[config.mk]
export PLATFORM = sky130hd
export DESIGN_NAME = ols_cell
export DESIGN_NICKNAME = d
export VERILOG_FILES = /design/src/rtl/core/ols_pkg.sv /design/src/rtl/core/ols_cell.sv
export SDC_FILE = /design/constraint.sdc
export NUM_CORES = 1
export LEC_CHECK = 0
export BUFFER_PORTS_ARGS = -buffer_cell sky130_fd_sc_hd__buf_2
export CAP_MARGIN = 10
export CORE_ASPECT_RATIO = 0.75
export CORE_UTILIZATION = 49
export CTS_CLUSTER_SIZE = 24
export DETAILED_ROUTE_END_ITERATION = 8
export GPL_TIMING_DRIVEN = 1
export PLACE_DENSITY_LB_ADDON = 0.05
export SLEW_MARGIN = 20
export SYNTH_ARGS = -nofsm -noshare
export SYNTH_HDL_FRONTEND = slang
export SYNTH_SLANG_ARGS = --single-unit
[constraint.sdc]
create_clock -name clk -period 3.7 [get_ports clk]
set_input_delay 0.555 -clock clk [delete_from_list [all_inputs] [get_ports clk]]
set_output_delay 0.555 -clock clk [all_outputs]
set_load 0.005 [all_outputs]
[src/rtl/core/ols_pkg.sv]
// Shared types, codes and constants of the ordered list store.
package ols_pkg;

  localparam int CAPACITY_DEF = 32;
  localparam int DATA_W       = 32;
  localparam int POS_W        = 8;
  localparam int FUNC_W       = 3;
  localparam int IPOS_W       = 5;
  localparam int ICNT_W       = 6;
  localparam int STS_W        = 3;

  typedef enum logic [FUNC_W-1:0] {
    FN_INS_POS = 3'd0,
    FN_INS_KEY = 3'd1,
    FN_DEL_POS = 3'd2,
    FN_DEL_VAL = 3'd3,
    FN_SORT    = 3'd4,
    FN_READ    = 3'd5
  } func_t;

  typedef enum logic [STS_W-1:0] {
    STS_OK     = 3'd0,
    STS_EMPTY  = 3'd1,
    STS_BADPOS = 3'd2,
    STS_NOKEY  = 3'd3,
    STS_FULL   = 3'd4
  } sts_t;

  typedef enum logic [2:0] {
    ST_IDLE,
    ST_DISPATCH,
    ST_MATCH,
    ST_APPLY,
    ST_SORT,
    ST_READ,
    ST_RESP
  } state_t;

  typedef enum logic [2:0] {
    OP_HOLD,
    OP_SHR,
    OP_SHL,
    OP_ROT,
    OP_SORT
  } cell_op_t;

  typedef struct packed {
    cell_op_t op;
    logic     take;
    logic     alt;
  } cell_ctl_t;

  typedef struct packed {
    logic [FUNC_W-1:0]        func;
    logic [POS_W-1:0]         position;
    logic signed [DATA_W-1:0] value;
    logic signed [DATA_W-1:0] key;
  } req_t;

  typedef struct packed {
    logic signed [DATA_W-1:0] item_value;
    logic [IPOS_W-1:0]        item_position;
    logic [ICNT_W-1:0]        item_count;
    logic [STS_W-1:0]         status;
    logic                     last;
  } rsp_t;

endpackage

[src/rtl/core/ols_cell.sv]
// One storage cell of the list chain: holds one element and trades with its neighbors.
module ols_cell (
  input  logic                              clk,
  input  ols_pkg::cell_ctl_t                ctl_i,
  input  logic signed [ols_pkg::DATA_W-1:0] left_i,
  input  logic signed [ols_pkg::DATA_W-1:0] right_i,
  input  logic signed [ols_pkg::DATA_W-1:0] ext_i,
  input  logic signed [ols_pkg::DATA_W-1:0] cmp_i,
  input  logic                              left_gt_i,
  output logic signed [ols_pkg::DATA_W-1:0] data_o,
  output logic                              gt_o,
  output logic                              eq_o
);

  logic signed [ols_pkg::DATA_W-1:0] data_r;
  logic signed [ols_pkg::DATA_W-1:0] data_nxt;

  assign data_o = data_r;
  assign gt_o   = data_r > right_i;
  assign eq_o   = data_r == cmp_i;

  always_comb begin
    data_nxt = data_r;
    case (ctl_i.op)
      ols_pkg::OP_SHR: begin
        if (ctl_i.take) data_nxt = ctl_i.alt ? ext_i : left_i;
      end
      ols_pkg::OP_SHL: begin
        if (ctl_i.take) data_nxt = right_i;
      end
      ols_pkg::OP_ROT: begin
        if (ctl_i.take) data_nxt = ctl_i.alt ? ext_i : right_i;
      end
      ols_pkg::OP_SORT: begin
        // A cell is either the lower or the upper half of a pair in one phase.
        if (ctl_i.take && gt_o) begin
          data_nxt = right_i;
        end else if (ctl_i.alt && left_gt_i) begin
          data_nxt = left_i;
        end
      end
      default: data_nxt = data_r;
    endcase
  end

  always_ff @(posedge clk) begin
    data_r <= data_nxt;
  end

endmodule

### Word-level counts from Yosys, hierarchy flattened

Cells that the tools add are included.

| word-level totals | value |
|---|---|
| bits of input ports | 135 |
| register bits | 32 |
| word-level logic and storage cells | 23 |

| operators by class | value |
|---|---|
| mux-type cells | 8 |
| magnitude comparators | 1 |
| equality and inequality tests | 9 |
| reduce and logical (&&, ||, !) cells | 4 |

Operator list:

| kind | number |
|---|---|
| $mux 32 | 7 |
| $pmux 32 s4 | 1 |
| $eq 32x32->1 | 1 |
| $gt 32x32->1 | 1 |
| $eq 3x2->1 const B | 2 |
| $ne 2x2->1 const B | 3 |
| $reduce_and 5->1 | 1 |
| $reduce_bool 4->1 | 1 |
| $eq 3x1->1 const B | 1 |
| $eq 3x3->1 const B | 1 |
| $ne 3x3->1 const B | 1 |
| $logic_and 1x1->1 | 2 |

### Depth between registers and ports, before layout

| depth | value |
|---|---|
| word-level depth | 4 |
| mapped depth | 11 |
| depth with buffers taken out | 9 |

### Worst setup path before layout

No wires, ideal clock.

| timing | value |
|---|---|
| path type | input-to-reg |
| from | input right_i[19] (netlist name) |
| to | register data_r (netlist bit data_o[0]), enable pin |
| arrival time | 2998 ps |
| stages on the path | 9 |
| path slack | 314 ps |
| library setup time | 388 ps |
| cells stage by stage | inv_1 -> ha_1 -> a21oi_1 -> o21ai_1 -> a221o_1 -> a2111oi_4 -> nand4b_1 -> nand3_1 -> a21o_1 |

| between the ends | value |
|---|---|
| cells in the longest elaborated chain, start to end | 4 |

Ends and longest elaborated chain:

| element | line | source |
|---|---|---|
| start: declaration | ols_cell.sv:6 | `input logic signed [ols_pkg::DATA_W-1:0] right_i,` |
| $gt 32x32->1 | ols_cell.sv:19 | `assign gt_o = data_r > right_i;` |
| $logic_and 1x1->1 | ols_cell.sv:36 | `if (ctl_i.take && gt_o) begin` |
| $ne 3x3->1 (no line) | - |  |
| $reduce_and 5->1 (no line) | - |  |
| end signal: assignment | ols_cell.sv:47 | `data_r <= data_nxt;` |
| end: declaration | ols_cell.sv:15 | `logic signed [ols_pkg::DATA_W-1:0] data_r;` |

No other way between the ends.
A chain may end at the register's enable or synchronous reset.

### Final worst setup path

| timing | value |
|---|---|
| from | register data_r (netlist bit data_o[19]) |
| to | output gt_o |

| between the ends | value |
|---|---|
| cells in the longest elaborated chain, start to end | 1 |

Ends and longest elaborated chain:

| element | line | source |
|---|---|---|
| $gt 32x32->1 | ols_cell.sv:19 |  |
| end: declaration | ols_cell.sv:11 | `output logic gt_o,` |

No other way between the ends.

==> results summary <==
The total standard cell area after synthesis is between 3000 and 4000 um2. By startpoint and endpoint, the worst setup path is classified as reg -> out. The remaining routing DRC violations came out at 0. The flip-flop count of the largest register after layout came out at 32.

The maximum operating frequency came out at 298.3 MHz. In this run the remaining antenna-violating nets after routing total 0. The required time of the critical path came out at 3.14 ns. The cell count after synthesis is 470. The layout overhead on the synthesized area came out at 26.49%.

The fraction of post-synthesis cell area in the top cell type by area came out at 0.2579. The number of global-route vias before repair came out at a little over 4000. The synthesized netlist net count came out at roughly 640. The worst endpoint data arrival time came out at about 2.8 ns.

The setup clock skew after layout is roughly 0.0056 ns. The insertion delay to the later sink of the worst-skew pair came out at around 0.29 ns. The overall die height came out at just under 80 um. The number of setup buffers added after CTS is 0. The initial antenna violation count came out at 0.

The clock edge transition at the registers on the reported setup and hold paths came out at approximately 0.070 ns. The core area came out at about 7400 um2. The fraction of synthesis flops using an asynchronous set or reset pin is 0. The clock tree from TritonCTS is built. The worst-case setup slack after placement is roughly 0.4 ns. Measured along the x axis, the die boundary spans around 100 um. The number of failing hold endpoints at the final stage is 0. The fraction of layout instances using a drive strength above 1 is 0.3280. The quantity of I/O buffers inserted on ports is around 170. The final critical-path setup slack is 0.3479 ns. The number of buffers added by the clock tree synthesis step came out at 5. The number of placed instances, taps included is ~700.

The number of detailed-route iterations in the first pass came out at 5. The final-layout fill cell count is about 680. The max capacitance violation total came out at 0. On the final layout, the worst hold slack is ~0.60 ns. Setup repair after global routing left no endpoint under its margin. Counting every sink on the clock net gives 32. The number of diodes added for antenna fixing is 0. The number of endpoints failing setup at the final stage is 0. The final cell count without fillers is approximately 720. The initial utilization of the core area, before any placement, comes to 0.5059.

The synthesized flop and latch total came out at 32. The portion of the post-synthesis area used by sequential elements came out at 0.2579. Routability-driven placement finished with a final weighted congestion of slightly below 0.9.

For this design the static power due to leakage is 2.168 nW. For this run, the total global-route usage over all layers was measured as 0.3303. By count the netlist is led by sky130_fd_sc_hd__nor2_1, sky130_fd_sc_hd__nand4_1.

After legalization and detailed placement, the total HPWL measured a little under 10 mm. The final layout contains routed wiring with a total length of roughly 13 mm. The floorplan die area is 7961 um2. The count of cells along the worst register-to-register path came out at 7.

The buffer cell driving the clock tree root is sky130_fd_sc_hd__clkbuf_8. The largest fanout on the critical path is 5. The flow ran to the end, and the final reports show no timing, DRC or antenna violations. The global-route wire length before repair came out at about 20 mm. The standard cell area after detailed placement came out at approximately 4600 um2.

The total global routing overflow is 0. The maximum vdd drop came out at between 100 and 150 uV. STA classifies the critical path endpoint as an output port. The count of flip-flops with a built-in enable after synthesis is 32.

Of all cell types, the one taking the most synthesized area is sky130_fd_sc_hd__edfxtp_1. After detailed routing, the average wire length per cell comes to 18.19 um. The worst path in the final design needs a cycle of about 3.4 ns, including I/O delays and setup.

The number of DRC markers after the initial detailed-route iteration came out at 368. For this design the top-level I/O count stands at 169. The clock tree buffer depth came out at 2. The count of synthesis-stage warnings from yosys is 0. Headroom to the max-slew limit came out at 0.5515. Along the worst hold path, the cell count comes to 3. The per-cell via count in the routed design came out at between 6 and 7. The number of H-tree levels came out at 2. Hold repair after CTS inserted 0 buffers.

After clock tree synthesis, the repair step resized 0 gates. Of the available clock period, the critical path in the final layout requires 0.9060. Summed over all failing endpoints, the final setup total negative slack is 0 ns. The layout net count came out at approximately 790.

Once layout is done, the placed cells without fillers occupy 4713 um2. In this run the power density over the cells is 261.1 nW/um2. The number of different library cells in the post-synthesis netlist is 43. The total power draw is approximately 1.2 mW. At the pin with the least slew margin, the transition time is around 0.67 ns. The prevailing post-synth register cell is sky130_fd_sc_hd__edfxtp_1. The final max-slew violation count came out at 0.

The path type of the worst min-delay path is in -> reg. For this block, the via count after detailed routing is approximately 4400. STA classifies the critical path startpoint as a flop. The per-instance average area after synthesis came out at 7.928 um2.

Row generation in the floorplan step produced 27 rows. For this run, the share of the core covered by cells in the final layout is 0.6400. The dominant cell by count in the synthesized netlist is sky130_fd_sc_hd__nor2_1. Entering global routing, the biggest net connects 40 pins. Yosys attributes the largest share of cell area to sky130_fd_sc_hd__edfxtp_1, sky130_fd_sc_hd__ha_1, sky130_fd_sc_hd__xor2_1.
-- cells in the final DEF, fill, tap and decap left out, types with 27 or more instances in the layout --
cell and count:
sky130_fd_sc_hd__a21oi_1 27, sky130_fd_sc_hd__buf_2 168, sky130_fd_sc_hd__edfxtp_1 32, sky130_fd_sc_hd__ha_1 32, sky130_fd_sc_hd__inv_1 32, sky130_fd_sc_hd__nand2_1 28, sky130_fd_sc_hd__nand4_1 38, sky130_fd_sc_hd__nor2_1 49
sky130_fd_sc_hd__o22ai_1 31, sky130_fd_sc_hd__xor2_1 32
-- cells by family after synthesis --
| family | Yosys count | share of synthesized area |
|---|---|---|
| DFF | 32 | 0.2579 |
| buffers and inverters | 67 | 0.07220 |
| AOI/OAI and AO/OA | 121 | 0.2257 |
| adders and majority gates | 32 | 0.1075 |
| muxes | 2 | 0.005708 |
| and+or+nand+nor | 183 | 0.2535 |
| xor gates and xnor gates | 33 | 0.07757 |
-- per-layer routing --
| layer | GRT usage | vias to the layer above | part of all wire |
|---|---|---|---|
| met5 | 0 | - | 0 |
| met4 | 0.07714 | 0 | 0.013 |
| met3 | 0.04505 | 25 | 0.11 |
| met2 | 0.5353 | 280 | 0.45 |
| met1 | 0.4613 | 2023 | 0.42 |
| li1 | - | 2059 | - |
-- worst max-delay path, cell delays in order (launching register included) --
cell and delay [ns]:
sky130_fd_sc_hd__edfxtp_1 0.46, sky130_fd_sc_hd__ha_1 0.35, sky130_fd_sc_hd__a21oi_1 0.16, sky130_fd_sc_hd__o21ai_1 0.08, sky130_fd_sc_hd__a221o_1 0.41, sky130_fd_sc_hd__a2111oi_4 0.50
sky130_fd_sc_hd__nand2_1 0.12, sky130_fd_sc_hd__xnor2_1 0.16, sky130_fd_sc_hd__and2_1 0.16, sky130_fd_sc_hd__buf_2 0.11
-- layout make-up --
class                           count  area (um2)  area share
Clock buffer                        5       68.82     0.01460
Clock inverter                      3       13.76    0.002920
Inverter                           32       120.1     0.02548
Multi-Input combinational cell    371        2500      0.5304
Sequential cell                    32       960.9      0.2039
Tap cell                          101       126.4     0.02681
Timing Repair Buffer              179       923.4      0.1959
-- power breakdown --
group	switching [mW]	total, mW	internal [mW]
Combinational	0.276	0.483	0.207
Clock	0.148	0.276	0.128
Sequential	0.0320	0.471	0.439
-- final timing paths --
kind / from / endpoint / slack, ns
hold / removal: left_i[4] / data_o[4]$_DFFE_PP_ / 0.60
setup / recovery: data_o[19]$_DFFE_PP_ / gt_o / 0.35
hold reg to reg: data_o[15]$_DFFE_PP_ / data_o[11]$_DFFE_PP_ / 1.40
setup reg to reg: data_o[31]$_DFFE_PP_ / data_o[28]$_DFFE_PP_ / 0.59
Power figures use the tool's default switching activity.
